==> config.mk <==
export PLATFORM = sky130hd
export DESIGN_NAME = prefix_framed_word_receiver_top
export DESIGN_NICKNAME = d
export VERILOG_FILES = /design/src/pfwr_pkg.sv /design/src/pfwr_step.sv /design/src/prefix_framed_word_receiver_top.sv
export SDC_FILE = /design/constraint.sdc
export NUM_CORES = 1
export LEC_CHECK = 0
export BUFFER_PORTS_ARGS = -buffer_cell sky130_fd_sc_hd__buf_2
export CORE_ASPECT_RATIO = 0.9
export CORE_MARGIN = 2
export CORE_UTILIZATION = 60
export CTS_CLUSTER_DIAMETER = 60
export CTS_CLUSTER_SIZE = 16
export DETAILED_ROUTE_END_ITERATION = 10
export PLACE_DENSITY = 0.84
export SLEW_MARGIN = 5
export SYNTH_ARGS = -nofsm -noshare
export SYNTH_HDL_FRONTEND = slang
export SYNTH_SLANG_ARGS = --single-unit
==> constraint.sdc <==
create_clock -name clock -period 8 [get_ports clock]
set_clock_uncertainty 0.15 [all_clocks]
set_input_delay 0.4 -clock clock [delete_from_list [all_inputs] [get_ports clock]]
set_output_delay 0.4 -clock clock [all_outputs]
set_load 0.005 [all_outputs]
==> src/pfwr_pkg.sv <==
// Package for the prefix-framed word receiver.
// Holds shared constants, register indexes and the state and result types.
// No dependencies.
package pfwr_pkg;

   // Default sizes of the framing.
   localparam int PAYLOAD_BITS_DEF = 12;
   localparam int WORD_BITS_DEF    = 16;

   // Fixed field widths.
   localparam int FIELD_BITS  = 16;
   localparam int PREFIX_BITS = 4;
   localparam int COUNT_BITS  = 4;
   localparam int DIST_BITS   = 8;
   localparam int CSR_IDX_BITS = 8;
   localparam int CSR_DATA_BITS = 8;

   // Reset values of the configuration registers.
   localparam logic [PREFIX_BITS-1:0] PREFIX_RESET = 4'b1110;
   localparam logic [DIST_BITS-1:0]   WAIT_RESET   = 8'd8;

   // Saturation limit of the distance counter.
   localparam logic [DIST_BITS-1:0]   DIST_MAX     = 8'd255;

   // Configuration register indexes.
   localparam logic [CSR_IDX_BITS-1:0] CSR_PREFIX_PATTERN = 8'd0;
   localparam logic [CSR_IDX_BITS-1:0] CSR_WAIT_BITS      = 8'd1;

   // Framing and handshake state, apart from the bit window.
   typedef struct packed {
      logic                    prefix_armed;
      logic [COUNT_BITS-1:0]   payload_count;
      logic [2*FIELD_BITS-1:0] found_history;
      logic                    capture_pending;
      logic [DIST_BITS-1:0]    bits_since_event;
      logic                    expect_low;
      logic                    flag_level;
   } ctl_state_type;

   // One result transaction.
   typedef struct packed {
      logic                  found_valid;
      logic [FIELD_BITS-1:0] found_word;
      logic                  event_seen;
      logic [FIELD_BITS-1:0] event_latest_word;
      logic [FIELD_BITS-1:0] event_previous_word;
      logic                  after_valid;
      logic [FIELD_BITS-1:0] after_word;
      logic [DIST_BITS-1:0]  after_distance;
      logic                  target_match;
      logic                  out_level;
   } rsp_type;

endpackage

==> src/pfwr_step.sv <==
// Per-bit step logic of the prefix-framed word receiver.
// Computes the next state and the result for one received bit.
// Depends on pfwr_pkg.
module pfwr_step #(
   parameter int PAYLOAD_BITS = pfwr_pkg::PAYLOAD_BITS_DEF,
   parameter int WORD_BITS    = pfwr_pkg::WORD_BITS_DEF
) (
   input  logic [WORD_BITS-1:0]             window,
   input  pfwr_pkg::ctl_state_type          state,
   input  logic [pfwr_pkg::PREFIX_BITS-1:0] prefix_pattern,
   input  logic [pfwr_pkg::DIST_BITS-1:0]   wait_bits,
   input  logic                             rx_bit,
   input  logic                             pin_level,
   input  logic [pfwr_pkg::FIELD_BITS-1:0]  target_word,
   output logic [WORD_BITS-1:0]             window_next,
   output pfwr_pkg::ctl_state_type          state_next,
   output pfwr_pkg::rsp_type                result
);
   import pfwr_pkg::*;

   localparam logic [COUNT_BITS-1:0] PAYLOAD_LAST = COUNT_BITS'(PAYLOAD_BITS);

   logic [FIELD_BITS-1:0]   word_view;
   logic [DIST_BITS-1:0]    dist_inc;
   logic [COUNT_BITS-1:0]   count_inc;
   logic                    prefix_hit;
   logic                    found;
   logic                    after;
   logic                    hs_event;
   logic [2*FIELD_BITS-1:0] history_next;

   // Shift the new bit into the window.
   assign window_next = {window[WORD_BITS-2:0], rx_bit};

   // Low 16 bits of the window, zero-extended when the window is narrower.
   if (WORD_BITS >= FIELD_BITS) begin : g_wide
      assign word_view = window_next[FIELD_BITS-1:0];
   end else begin : g_narrow
      assign word_view = {{(FIELD_BITS-WORD_BITS){1'b0}}, window_next};
   end

   // Saturating distance count and payload count.
   assign dist_inc  = (state.bits_since_event != DIST_MAX) ?
                      state.bits_since_event + 1'b1 : state.bits_since_event;
   assign count_inc = state.payload_count + 1'b1;

   // Framing, capture and handshake decisions.
   assign prefix_hit   = (window_next[PREFIX_BITS-1:0] == prefix_pattern);
   assign found        = !prefix_hit && state.prefix_armed && (count_inc == PAYLOAD_LAST);
   assign after        = found && state.capture_pending && (dist_inc <= wait_bits);
   assign history_next = found ? {state.found_history[FIELD_BITS-1:0], word_view}
                               : state.found_history;
   assign hs_event     = state.expect_low ? !pin_level : pin_level;

   // Next state and result.
   always_comb begin
      state_next = state;
      result     = '0;

      if (prefix_hit) begin
         state_next.prefix_armed  = 1'b1;
         state_next.payload_count = '0;
      end else if (state.prefix_armed) begin
         state_next.payload_count = count_inc;
         if (found) begin
            state_next.prefix_armed = 1'b0;
         end
      end

      state_next.found_history    = history_next;
      state_next.bits_since_event = dist_inc;
      if (after) begin
         state_next.capture_pending = 1'b0;
      end

      result.found_valid = found;
      result.found_word  = found ? word_view : '0;
      result.after_valid = after;
      result.after_word  = after ? word_view : '0;
      result.after_distance = after ? dist_inc : '0;

      if (hs_event) begin
         state_next.capture_pending  = 1'b1;
         state_next.bits_since_event = '0;
         state_next.expect_low       = !state.expect_low;
         result.event_seen          = 1'b1;
         result.event_latest_word   = history_next[FIELD_BITS-1:0];
         result.event_previous_word = history_next[2*FIELD_BITS-1:FIELD_BITS];
      end else if (word_view == target_word) begin
         state_next.flag_level = !state.flag_level;
         result.target_match   = 1'b1;
      end

      result.out_level = state_next.flag_level;
   end

endmodule

==> src/prefix_framed_word_receiver_top.sv <==
// The prefix-framed serial word receiver: top level with the channel registers.
// Instantiates pfwr_step; depends on pfwr_pkg.
//
// The receiver takes one serial bit per transaction and returns one result
// transaction per bit. It sustains one bit per clock when the result channel
// does not stall: a bit is held in the input register, and as it moves on the
// step logic updates the framing state and writes the result register.
// The state update of the step logic closes its loop through the state
// registers alone, which sets this rate. Back-pressure on the result channel
// stalls the input register, and the input channel stays ready as long as the
// input register can move on. Configuration writes are taken at any cycle and
// are expected only while no bit is in flight.
module prefix_framed_word_receiver_top #(
   parameter int PAYLOAD_BITS = pfwr_pkg::PAYLOAD_BITS_DEF,
   parameter int WORD_BITS    = pfwr_pkg::WORD_BITS_DEF
) (
   input  logic                               clock,
   input  logic                               reset,
   // Configuration channel.
   input  logic                               csr_valid,
   output logic                               csr_ready,
   input  logic [pfwr_pkg::CSR_IDX_BITS-1:0]  csr_index,
   input  logic [pfwr_pkg::CSR_DATA_BITS-1:0] csr_data,
   // Input channel.
   input  logic                               req_valid,
   output logic                               req_ready,
   input  logic                               req_rx_bit,
   input  logic                               req_pin_level,
   input  logic [pfwr_pkg::FIELD_BITS-1:0]    req_target_word,
   // Result channel.
   output logic                               rsp_valid,
   input  logic                               rsp_ready,
   output logic                               rsp_found_valid,
   output logic [pfwr_pkg::FIELD_BITS-1:0]    rsp_found_word,
   output logic                               rsp_event_seen,
   output logic [pfwr_pkg::FIELD_BITS-1:0]    rsp_event_latest_word,
   output logic [pfwr_pkg::FIELD_BITS-1:0]    rsp_event_previous_word,
   output logic                               rsp_after_valid,
   output logic [pfwr_pkg::FIELD_BITS-1:0]    rsp_after_word,
   output logic [pfwr_pkg::DIST_BITS-1:0]     rsp_after_distance,
   output logic                               rsp_target_match,
   output logic                               rsp_out_level
);
   import pfwr_pkg::*;

   logic [PREFIX_BITS-1:0] prefix_ff;
   logic [DIST_BITS-1:0]   wait_ff;

   logic                   in_valid_ff;
   logic                   in_rx_ff;
   logic                   in_pin_ff;
   logic [FIELD_BITS-1:0]  in_target_ff;

   logic [WORD_BITS-1:0]   window_ff;
   logic [WORD_BITS-1:0]   window_in;
   ctl_state_type          state_ff;
   ctl_state_type          state_in;

   logic                   rsp_valid_ff;
   rsp_type                rsp_ff;
   rsp_type                rsp_in;

   logic                   advance;

   // Configuration registers, always ready.
   assign csr_ready = 1'b1;

   always_ff @(posedge clock) begin
      if (reset) begin
         prefix_ff <= PREFIX_RESET;
         wait_ff   <= WAIT_RESET;
      end else if (csr_valid) begin
         case (csr_index)
            CSR_PREFIX_PATTERN: prefix_ff <= csr_data[PREFIX_BITS-1:0];
            CSR_WAIT_BITS:      wait_ff   <= csr_data[DIST_BITS-1:0];
            default:            ;
         endcase
      end
   end

   // The held bit moves into the result register when that register is free.
   assign advance   = in_valid_ff && (!rsp_valid_ff || rsp_ready);
   assign req_ready = !in_valid_ff || advance;

   // Input register.
   always_ff @(posedge clock) begin
      if (reset) begin
         in_valid_ff <= 1'b0;
      end else if (req_ready) begin
         in_valid_ff <= req_valid;
      end
   end

   always_ff @(posedge clock) begin
      if (req_valid && req_ready) begin
         in_rx_ff     <= req_rx_bit;
         in_pin_ff    <= req_pin_level;
         in_target_ff <= req_target_word;
      end
   end

   // Step logic for one bit.
   pfwr_step #(
      .PAYLOAD_BITS (PAYLOAD_BITS),
      .WORD_BITS    (WORD_BITS)
   ) u_step (
      .window         (window_ff),
      .state          (state_ff),
      .prefix_pattern (prefix_ff),
      .wait_bits      (wait_ff),
      .rx_bit         (in_rx_ff),
      .pin_level      (in_pin_ff),
      .target_word    (in_target_ff),
      .window_next    (window_in),
      .state_next     (state_in),
      .result         (rsp_in)
   );

   // Receiver state, updated once per bit.
   always_ff @(posedge clock) begin
      if (reset) begin
         window_ff <= '0;
         state_ff  <= '0;
      end else if (advance) begin
         window_ff <= window_in;
         state_ff  <= state_in;
      end
   end

   // Result register.
   always_ff @(posedge clock) begin
      if (reset) begin
         rsp_valid_ff <= 1'b0;
      end else if (advance) begin
         rsp_valid_ff <= 1'b1;
      end else if (rsp_ready) begin
         rsp_valid_ff <= 1'b0;
      end
   end

   always_ff @(posedge clock) begin
      if (advance) begin
         rsp_ff <= rsp_in;
      end
   end

   assign rsp_valid               = rsp_valid_ff;
   assign rsp_found_valid         = rsp_ff.found_valid;
   assign rsp_found_word          = rsp_ff.found_word;
   assign rsp_event_seen          = rsp_ff.event_seen;
   assign rsp_event_latest_word   = rsp_ff.event_latest_word;
   assign rsp_event_previous_word = rsp_ff.event_previous_word;
   assign rsp_after_valid         = rsp_ff.after_valid;
   assign rsp_after_word          = rsp_ff.after_word;
   assign rsp_after_distance      = rsp_ff.after_distance;
   assign rsp_target_match        = rsp_ff.target_match;
   assign rsp_out_level           = rsp_ff.out_level;

   // A capture only happens on a bit that completes a word.
   a_after_needs_found: assert property (@(posedge clock) disable iff (reset)
      rsp_valid_ff && rsp_ff.after_valid |-> rsp_ff.found_valid)
      else $error("capture reported without a found word");

   // A target match is suppressed on a handshake event.
   a_match_no_event: assert property (@(posedge clock) disable iff (reset)
      rsp_valid_ff |-> !(rsp_ff.target_match && rsp_ff.event_seen))
      else $error("target match reported together with an event");

   // A captured word lies within the configured window.
   a_after_in_window: assert property (@(posedge clock) disable iff (reset)
      rsp_valid_ff && rsp_ff.after_valid |-> rsp_ff.after_distance <= wait_ff)
      else $error("capture distance beyond the wait window");

   // The output flag changes only on a target match.
   a_flag_toggle: assert property (@(posedge clock) disable iff (reset)
      advance |-> (state_in.flag_level != state_ff.flag_level) == rsp_in.target_match)
      else $error("output flag changed without a target match");

   // An empty input register always takes a new transaction.
   a_ready_when_empty: assert property (@(posedge clock) disable iff (reset)
      !in_valid_ff |-> req_ready)
      else $error("input stalled with an empty input register");

endmodule

==> results summary, run 1 <==
The detailed-routing iteration count for the pre-antenna-repair pass is 7. The vias per cell is 5.72. The final sum of negative setup slack came out at 0 ns. The length in cells of the worst reg-to-reg path is 10. The pin count of the biggest net entering global routing is 78. The worst path setup slack after routing is 4.49 ns. The clock net sink count came out at 172. The cell type with the highest occurrence count on the critical path is sky130_fd_sc_hd__ha_1. The clock latency reported for the late side of the worst-skew pair is 0.42 ns. The hold violation count in the final report is 0. STA classifies the critical path startpoint as a flip-flop.

The worst pin sits at a relative slew slack of 0.344. The maximum root-to-sink buffer count is 2. During synthesis, Yosys emitted a total of 0 warnings. The via count of the first global-routing pass came out at between 5000 and 6000. The die span in y is between 100 and 150 µm. Walking the worst path, the cells encountered are ha_1 > and2_1 > and3_1 > mux2i_1 > inv_1 > ha_1 > nand4_1 > a21oi_1 > o22a_1 > nor3b_1. The number of antenna violations at the first check in global routing came out at 0. The sequential-to-total area share from yosys stat came out at 0.627. From left edge to right edge, the die measures 118 µm. For this design the top-level I/O count stands at 119. In the final layout, the multi-input gates occupy ~2300 µm².

The total vias in the final route is 5454. The TritonCTS buffer count is 17. The combined flip-flop and latch cell area came out at 4390 µm².

The data required time at the worst endpoint is roughly 8 ns. TritonCTS built the clock tree. After clock tree synthesis, the clock-pin slew on the worst setup and hold paths is 0.06 ns. The starting utilization of the core area is 0.613. The aggregate global routing overflow came out at 0. After the last flow step, the layout net total stands at between 800 and 900. OpenSTA, run right after detailed placement, puts the worst setup slack at 4.57 ns. Leaving out fill and tap cells, the most frequent cell in the layout is sky130_fd_sc_hd__nand2_1. The post-synthesis net count came out at 724. The tree is rooted in a sky130_fd_sc_hd__clkbuf_16. The final count of pins violating max slew is 0. The count of flip-flops with a built-in enable after synthesis came out at 95. The total power density per cell area is between 200 and 250 nW/µm². Max-cap violations in this run came to 0. The signed area change from the synthesized netlist to the final layout came out at 19.0%. The most used flip-flop cell after synthesis is sky130_fd_sc_hd__edfxtp_1.

The run finished with clean final reports. After the first detailed-routing iteration, the DRC count stood at between 500 and 600. The wire length per cell came out at between 15 and 20 µm. The slowest stage of the critical path is the sky130_fd_sc_hd__o22a_1 cell.

The count of distinct cell types in the synthesized netlist came out at 47. STA puts the critical path data arrival time at 3.49 ns. Measured on the finished design, the core utilization comes to 0.730.

The type of the worst setup path is reg -> reg. Setup repair after global routing left no endpoint under its margin. The total of fill cells in the finished design came out at 780. The average footprint of a synthesized cell came out at just over 10 µm². The final worst-path cycle share is 0.439. The proportion of register bits with asynchronous set or reset after synthesis came out at 0. The final period demand of the worst path came out at 3.51 ns.

The number of inserted diodes came out at 0. The number of cells on the worst hold path is 1. The gate count after technology mapping came out at 675. STA classifies the critical path endpoint as a flip-flop.

Setup violations remaining at the end of the flow were counted as 0. Wires add up to 16.5 mm. The leakage dissipation came out at 3.11 nW.

The number of buffers inserted by port buffering came out at between 100 and 150. The worst stage delay on the critical path came out at approximately 0.72 ns. The post-route DRC violation count is 0. The maximum clock rate is 285 MHz. The HPWL after detailed placement came out at between 10 and 15 mm. Routability-driven placement finished with a final weighted congestion of 0.888. In this run the remaining antenna-violating nets after routing total 0. The post-synthesis register bit count came out at 172. The core area came out at around 11000 µm². The global router's overall resource usage is 0.270. Row generation in the floorplan step produced 37 rows. In this run the cell area of the synthesized design comes to 7010 µm². The wire length of the first global-routing pass came out at 26.1 mm.

The die footprint is approximately 13000 µm². The proportion of layout cells with a drive suffix above 1 came out at 0.197. In the layout the commonest cells are sky130_fd_sc_hd__nand2_1, sky130_fd_sc_hd__buf_2, sky130_fd_sc_hd__a21oi_1.

At the pin with the least slew margin, the transition time is around 0.98 ns. The worst hold path belongs to the class in -> reg. The clock tree synthesis step divided the H-tree into 4 levels.

Across the VDD grid, the largest voltage drop is 130 µV. The maximum fanout along the worst path is 26.
cells in the mapped netlist, types with 5 or more instances:
cell | number | area share
sky130_fd_sc_hd__dfxtp_1 | 77 | 0.22
sky130_fd_sc_hd__nor2b_1 | 6 | 0.0054
sky130_fd_sc_hd__nor3b_1 | 22 | 0.024
sky130_fd_sc_hd__inv_1 | 28 | 0.015
sky130_fd_sc_hd__xor2_1 | 22 | 0.027
sky130_fd_sc_hd__edfxtp_1 | 95 | 0.41
sky130_fd_sc_hd__ha_1 | 10 | 0.018
sky130_fd_sc_hd__nor2_1 | 29 | 0.016
sky130_fd_sc_hd__o21ai_0 | 8 | 0.0057
sky130_fd_sc_hd__nor4_1 | 6 | 0.0054
sky130_fd_sc_hd__mux2i_1 | 9 | 0.013
sky130_fd_sc_hd__nand2_1 | 172 | 0.092
sky130_fd_sc_hd__a21oi_1 | 96 | 0.069
sky130_fd_sc_hd__nor3_1 | 5 | 0.0036
sky130_fd_sc_hd__clkbuf_1 | 30 | 0.016
cell families (layout without fill, tap and decap cells):
| logic type | count (synthesis) | count (layout) | synth area share |
|---|---|---|---|
| AO/OA/AOI/OAI | 123 | 123 | 0.0991 |
| adder cells (fa/ha/maj) | 10 | 10 | 0.0179 |
| other | 1 | 1 | 0.000535 |
| AND/OR/NAND/NOR | 264 | 264 | 0.169 |
| buffers and inverters | 70 | 193 | 0.0403 |
| XOR/XNOR | 24 | 24 | 0.0300 |
| multiplexers | 11 | 11 | 0.0161 |
| flip-flops | 172 | 172 | 0.627 |
where the power goes:
group	switching [W]	internal (W)	total [W]
registers	0.0000116	0.000958	0.000970
logic	0.0000487	0.0000302	0.0000790
clock network	0.000325	0.000491	0.000817
total	0.000386	0.00148	0.00187
routing by layer:
layer,vias to the layer above,track usage,part of all wire
met4,0,0.119,0.027
met1,2580,0.373,0.43
met2,305,0.411,0.46
met3,43,0.0612,0.088
met5,-,0,0
li1,2526,-,-
stage by stage:
| step | instances | power (W) | hold slack, ns | instance area [µm²] |
|---|---|---|---|---|
| after CTS | 953 | 0.00187 | 0.00185 | 8330 |
| after global placement | 913 | 0.00106 | 0.292 | 7670 |
| after detailed placement | 913 | 0.00106 | 0.302 | 7670 |
| after global routing | 954 | 0.00191 | 0.000961 | 8340 |
| after floorplan | 675 | 0.00102 | 0.285 | 7010 |
| final | 954 | 0.00187 | 0.0141 | 8340 |
flip-flops by register name, indices dropped and copies added, names as in the netlist, 15 cells and up:
name	count
state_ff	48
in_target_ff	16
rsp_after_word	16
rsp_event_latest_word	16
rsp_event_previous_word	16
rsp_found_word	16
window_ff	15
path summary, 6_finish.rpt:
kind,start,end,slack [ns]
setup reg to reg,state_ff[2],rsp_after_word[12],4.49
hold / removal,req_target_word[13],in_target_ff[13],0.01
hold reg to reg,state_ff[31],state_ff[31],0.31
setup / recovery,state_ff[2],rsp_after_word[12],4.49
final cells by class:
cell class / count / area share
Multi-Input combinational cell: 433 / 0.280
Clock inverter: 10 / 0.0171
Timing Repair Buffer: 131 / 0.0855
Clock buffer: 22 / 0.0532
Tap cell: 156 / 0.0234
Sequential cell: 172 / 0.527
Inverter: 30 / 0.0136
worst max-delay path: cells and delay by family (launching register included):
family	cells	cell delay, ns
compound gates	2	0.86
simple gates	4	0.74
fa+ha+maj	2	0.53
mux	1	0.42
flops	1	0.41
buf+inv	1	0.10
what timing repair did:
| action | in CTS | in global routing |
|---|---|---|
| setup buffers | 0 | 0 |
| endpoints found under the hold margin | 8 | 1 |
| hold buffers | 8 | 1 |
| gates resized for setup | 0 | 0 |
| setup endpoints to repair | 0 | 0 |
(Power assumes the default switching activity.)
==> run 2, diff against run 1 <==
Settings changed: CORE_UTILIZATION 60 to 56, PLACE_DENSITY 0.84 to 0.8.
Clock period 8 ns to 3.4 ns, I/O delays scaled along.
==> results summary, run 2 (synthesized netlist as in run 1, its figures left out) <==
The total of fill cells in the finished design is ~860. The via count of the first global-routing pass is 5032. The number of buffers inserted by port buffering is 117. The final sum of negative setup slack came out at 0 ns. For this block, the initial DRC count from the detailed router was ~570. The library cells used most frequently in the layout, excluding fill and tap cells, are sky130_fd_sc_hd__nand2_1, sky130_fd_sc_hd__buf_2, sky130_fd_sc_hd__a21oi_1.

The die footprint is 13400 µm². CTS built an H-tree with a depth of 4. The maximum clock rate came out at 322 MHz. The final count of pins violating max slew is 0. The I/O pin count is 119.

The combined flip-flop and latch cell area came out at 4390 µm². The die span in y came out at 110 µm. The number of nets with antenna violations after detailed routing is 0. The type of the worst setup path is reg -> reg. The aggregate global routing overflow is 0. The cell at the root of the clock tree is sky130_fd_sc_hd__clkbuf_16. Counting tap cells, the placed design contains a total of 924 instances. The starting utilization of the core area is 0.578. The clock latency reported for the late side of the worst-skew pair is 0.43 ns. The finished layout holds 985 standard cells, fillers aside. Before antenna repair, the detailed router went through 6 iterations.

The classification of the worst-slack hold path is in -> reg. The hold violation count in the final report came out at 0. The type of element launching the critical path is a flip-flop. The library cell used most frequently in the layout, excluding fill and tap cells, is sky130_fd_sc_hd__nand2_1. The proportion of layout cells with a drive suffix above 1 is 0.205. The data arrival at the endpoint of the critical path is 3.20 ns. The total number of nets in the final design came out at 861.

The number of post-CTS setup repair buffers is 0. The final worst-path cycle share came out at 0.914. The clock transition at the register clock pins on the worst setup and hold paths after CTS is 0.07 ns. The signed area change from the synthesized netlist to the final layout is 22.9%.

Setup repair after global routing left no endpoint under its margin. The die width is 122 µm. The total detailed-routing wirelength came out at around 17 mm.

The maximum fanout along the worst path is 26. The number of antenna violations at the first check in global routing is 0. The TritonCTS buffer count is 17. The run finished with clean final reports.

The maximum root-to-sink buffer count came out at 2. The total vias in the final route came out at approximately 5500. The multi-input logic area is 2340 µm². The length in cells of the worst reg-to-reg path is 11. The congestion estimate from routability-driven global placement came to 0.827. The clock net sink count is between 150 and 200. state_ff holds more flip-flops than any other register. The HPWL after detailed placement is 10.8 mm. In the global route stage, overall resource usage came out at 0.259. The post-route DRC violation count came out at 0. In this run the tightest slew margin relative to its limit is 0.280. The final period demand of the worst path is 3.11 ns. The number of max-capacitance violations reported came out at 0. The data required time at the worst endpoint came out at 3.49 ns.

The wire length per cell came out at 17.4 µm. The register with the most flip-flops in the layout has 48 of them. The pin count of the biggest net entering global routing is 60. The first global-routing pass estimated 26.0 mm of wire. The number of cells on the worst hold path is 4. After floorplanning, the core was divided into 38 placement rows.

The slew at the pin closest to its max-slew limit is approximately 1.1 ns. The leakage dissipation came out at 3.24 nW. The final count of negative-setup-slack endpoints came out at 0.

The TritonCTS clock tree is built. The vias per cell came out at 5.57. Dividing total power by cell area gives a power density of 511 nW/µm². IR analysis of the VDD net gives a maximum drop of 341 µV. The core area is 12100 µm². The worst setup path is captured at a flip-flop. The repair_antennas step left the layout with diodes totalling 0.
==> run 2: timing repair <==
action                                  CTS  global route
endpoints found under the setup margin    0             2
gates resized for setup                   0             1
endpoints found under the hold margin    32             0
hold buffers                             29             0
==> run 2: worst paths after layout <==
kind | from | end | slack [ns]
setup / recovery | state_ff[2] | rsp_after_word[7] | 0.29
hold / removal | csr_index[0] | prefix_ff[1] | 0.06
setup reg to reg | state_ff[2] | rsp_after_word[7] | 0.29
hold reg to reg | state_ff[41] | state_ff[41] | 0.31
==> run 2: area by class of cell <==
cell class | instances | area share
repair buffers | 158 | 0.114
multi-input cells | 433 | 0.272
clock buffers | 17 | 0.0494
clock inverters | 15 | 0.0184
inverters | 30 | 0.0132
well taps | 160 | 0.0232
flip-flops and latches | 172 | 0.510
==> run 2: stage by stage <==
step | hold slack, ns | power [W] | area, µm² | util | setup slack, ns
2_1_floorplan | 0.119 | 0.00241 | 7010 | - | 0.301
3_3_place_gp | 0.197 | 0.00250 | 7740 | 0.638 | 0.424
3_5_place_dp | 0.198 | 0.00251 | 7740 | 0.638 | 0.309
4_1_cts | 0.0454 | 0.00441 | 8610 | 0.710 | 0.255
5_1_grt | 0.0919 | 0.00452 | 8620 | 0.711 | 0.0664
6_report | 0.0590 | 0.00440 | 8620 | 0.711 | 0.292
==> run 2: worst max-delay path, stage by stage, from the launching register on <==
cell	delay, ns
sky130_fd_sc_hd__dfxtp_1	0.42
sky130_fd_sc_hd__ha_1	0.23
sky130_fd_sc_hd__and2_1	0.29
sky130_fd_sc_hd__nand3_2	0.20
sky130_fd_sc_hd__mux2_2	0.33
sky130_fd_sc_hd__ha_1	0.29
sky130_fd_sc_hd__nor2b_1	0.13
sky130_fd_sc_hd__o211ai_1	0.17
sky130_fd_sc_hd__a21oi_1	0.10
sky130_fd_sc_hd__o22a_1	0.20
sky130_fd_sc_hd__buf_12	0.17
sky130_fd_sc_hd__nor3b_1	0.24
==> run 2: power by group <==
group	switching (W)	internal (W)	leakage, nW
combinational	0.000120	0.0000888	1.48
clock	0.000817	0.00109	0.284
sequential	0.0000283	0.00225	1.47
==> run 2: per-layer routing <==
layer  global-route usage  wire, µm
met1                0.361      7450
met2                0.406      7800
met3               0.0535      1480
met4               0.0936       405
met5                    0         0
==> run 3, diff against run 2 <==
Settings changed: CORE_UTILIZATION 56 to 58, CTS_BUF_LIST from default to sky130_fd_sc_hd__clkbuf_8, CTS_CLUSTER_SIZE 16 to default, PLACE_DENSITY 0.8 to 0.82.
==> results summary, run 3 (synthesized netlist as in run 1, its figures left out) <==
The flow ran to the end, and the final reports show no timing, DRC or antenna violations. The proportion of layout cells with a drive suffix above 1 is 0.198. The TritonCTS buffer count came out at 17. The most frequent standard cell in the layout excluding fill and tap cells is sky130_fd_sc_hd__nand2_1. The final worst-path cycle share came out at 0.917. The signed area change from the synthesized netlist to the final layout came out at 19.9%.

The aggregate global routing overflow came out at 0. For this configuration, the core starts out at a cell density of 0.587. The post-route DRC violation count is 0. The deepest level of the CTS H-tree came out at 4. The maximum root-to-sink buffer count is 2. The clock net sink count came out at 172.

The number of nets with antenna violations after detailed routing came out at 0. IR analysis of the VDD net gives a maximum drop of 231 µV. The number of antenna violations at the first check in global routing came out at 0. The category of the worst setup path capture point is a flip-flop. The die span in y came out at between 100 and 150 µm. The setup slack after placement came out at 0.337 ns. The total vias in the final route is 5469.

After the last flow step, the layout net total stands at 860. The detailed-routing iteration count for the pre-antenna-repair pass is 5. Setup repair after global routing left no endpoint under its margin. The core area came out at between 10000 and 15000 µm². The final count of pins violating max slew came out at 0. The first global-routing pass estimated around 25 mm of wire. In this run, the number of DRC markers left after iteration 0 of detailed routing was 704. The global-route met3 utilization is 0.0570. The post-route standard cell area excluding fillers came out at 8400 µm². Summed over all nets, the half-perimeter wirelength after detailed placement is roughly 11 mm. The total power density per cell area came out at 458 nW/µm².

The final sum of negative setup slack is 0 ns. The pin count of the biggest net entering global routing came out at 50. The hold violation count in the final report came out at 0. The worst hold path belongs to the class in -> reg. Setup violations remaining at the end of the flow were counted as 0. The maximum fanout along the worst path is 26. The slew at the pin closest to its max-slew limit is 0.949 ns. The met1 routing resource usage after global routing is 0.366. In the layout the commonest cells are sky130_fd_sc_hd__nand2_1, sky130_fd_sc_hd__buf_2, sky130_fd_sc_hd__a21oi_1. The vias per cell is 5.56. The via count of the first global-routing pass came out at slightly above 5000. Buffers added to address setup during post-CTS repair amount to 0. The worst stage delay on the critical path is ~0.41 ns. The initialized floorplan defines 38 standard-cell rows.

Counting flops per register, the top entry is state_ff. The worst setup path is of the reg -> reg kind. The data required time at the worst endpoint came out at 3.51 ns. The number of max-capacitance violations reported is 0. The total of fill cells in the finished design came out at 831.

In this run the cell area measured after placement is around 7700 µm². The leakage dissipation came out at 3.17 nW. By instance count, the cell type seen most on the critical path is sky130_fd_sc_hd__ha_1. STA classifies the critical path startpoint as a flip-flop.

The weighted congestion at the end of routability-driven global placement came out at between 0.8 and 0.9. The maximum clock rate came out at about 320 MHz. The smallest clock period supported by the final layout is computed as roughly 3.1 ns. The tree is rooted in a sky130_fd_sc_hd__clkbuf_8. The data arrival at the endpoint of the critical path is about 3.2 ns. Wires add up to 16.2 mm.

The highest-utilization routing layer at the global route stage is met2. In the post-route analysis, the smallest setup slack over all paths is around 0.28 ns. The global router's overall resource usage came out at 0.257. The I/O pin count is 119. The wire length per cell came out at approximately 17 µm. On the critical path, the stage with the largest delay is an instance of sky130_fd_sc_hd__dfxtp_1.

The floorplan step set the die width to around 120 µm. The flip-flop count of the largest register, all copies and words added came out at between 40 and 50. The signal on the critical path passes through ha_1 > and2_1 > nand3_1 > mux2_2 > ha_1 > nor2b_1 > o211ai_1 > a21oi_1 > o22a_1 > buf_12 > nor3b_1. The remaining max-slew budget at the tightest pin came out at 0.368.

The number of inserted diodes came out at 0. The TritonCTS clock tree is built. The overall power after layout came out at between 0.003 and 0.004 W. The number of buffers inserted by port buffering is 117.

The clock latency reported for the late side of the worst-skew pair came out at 0.46 ns. The global routing usage on met2 came out at 0.382. The floorplan step defined a die boundary enclosing 13000 µm². The clock transition at the register clock pins on the worst setup and hold paths after CTS is 0.08 ns.
-- run 3: worst max-delay path, delay by kind of cell (launching register included) --
family	cells	cell delay (ns)
AND/OR/NAND/NOR	4	0.87
adder cells (fa/ha/maj)	2	0.51
AO/OA/AOI/OAI	3	0.44
flip-flops	1	0.41
multiplexers	1	0.36
buffers and inverters	1	0.17
-- run 3: metal layers --
metal / wire length, µm / vias up / share of wire
met5: 0 / - / 0
met4: 384 / 0 / 0.024
met3: 1680 / 43 / 0.10
met2: 7330 / 315 / 0.45
met1: 6850 / 2533 / 0.42
li1: - / 2578 / -
-- run 3: final timing paths --
check / start / cells past startpoint / slack, ns / endpoint
worst min-delay path: csr_index[0] / 4 / 0.05 / prefix_ff[0]
worst min register to register: state_ff[31] / 2 / 0.31 / state_ff[31]
worst max-delay path: state_ff[2] / 11 / 0.28 / rsp_after_word[0]
worst max register to register: state_ff[2] / 11 / 0.28 / rsp_after_word[0]
-- run 3: power breakdown --
| part | leakage [nW] | internal, W | switching (W) | total (W) |
|---|---|---|---|---|
| clock network | 0.218 | 0.000694 | 0.000672 | 0.00137 |
| logic | 1.48 | 0.0000889 | 0.000118 | 0.000207 |
| registers | 1.47 | 0.00225 | 0.0000271 | 0.00228 |
| total | 3.17 | 0.00303 | 0.000817 | 0.00385 |
-- run 3: area by class of cell --
type	instances	area [µm²]	share of cell area
inverter	30	114	0.0136
clock inverter	12	108	0.0128
multi-input combinational	433	2340	0.278
tap	160	200	0.0238
sequential	172	4390	0.523
timing repair buffer	157	971	0.116
clock buffer	20	275	0.0328
-- run 3: timing repair --
action / in CTS / in global routing
gates resized for setup: 0 / 0
hold endpoints to repair: 32 / 0
hold buffers: 29 / 0
-- run 3: stage by stage --
step | hold WS, ns | utilization | cells
3_5_place_dp | 0.198 | 0.648 | 923
5_1_grt | 0.0519 | 0.704 | 984
6_report | 0.0478 | 0.704 | 984
2_1_floorplan | 0.119 | - | 675
4_1_cts | 0.0376 | 0.704 | 984
3_3_place_gp | 0.199 | 0.648 | 923
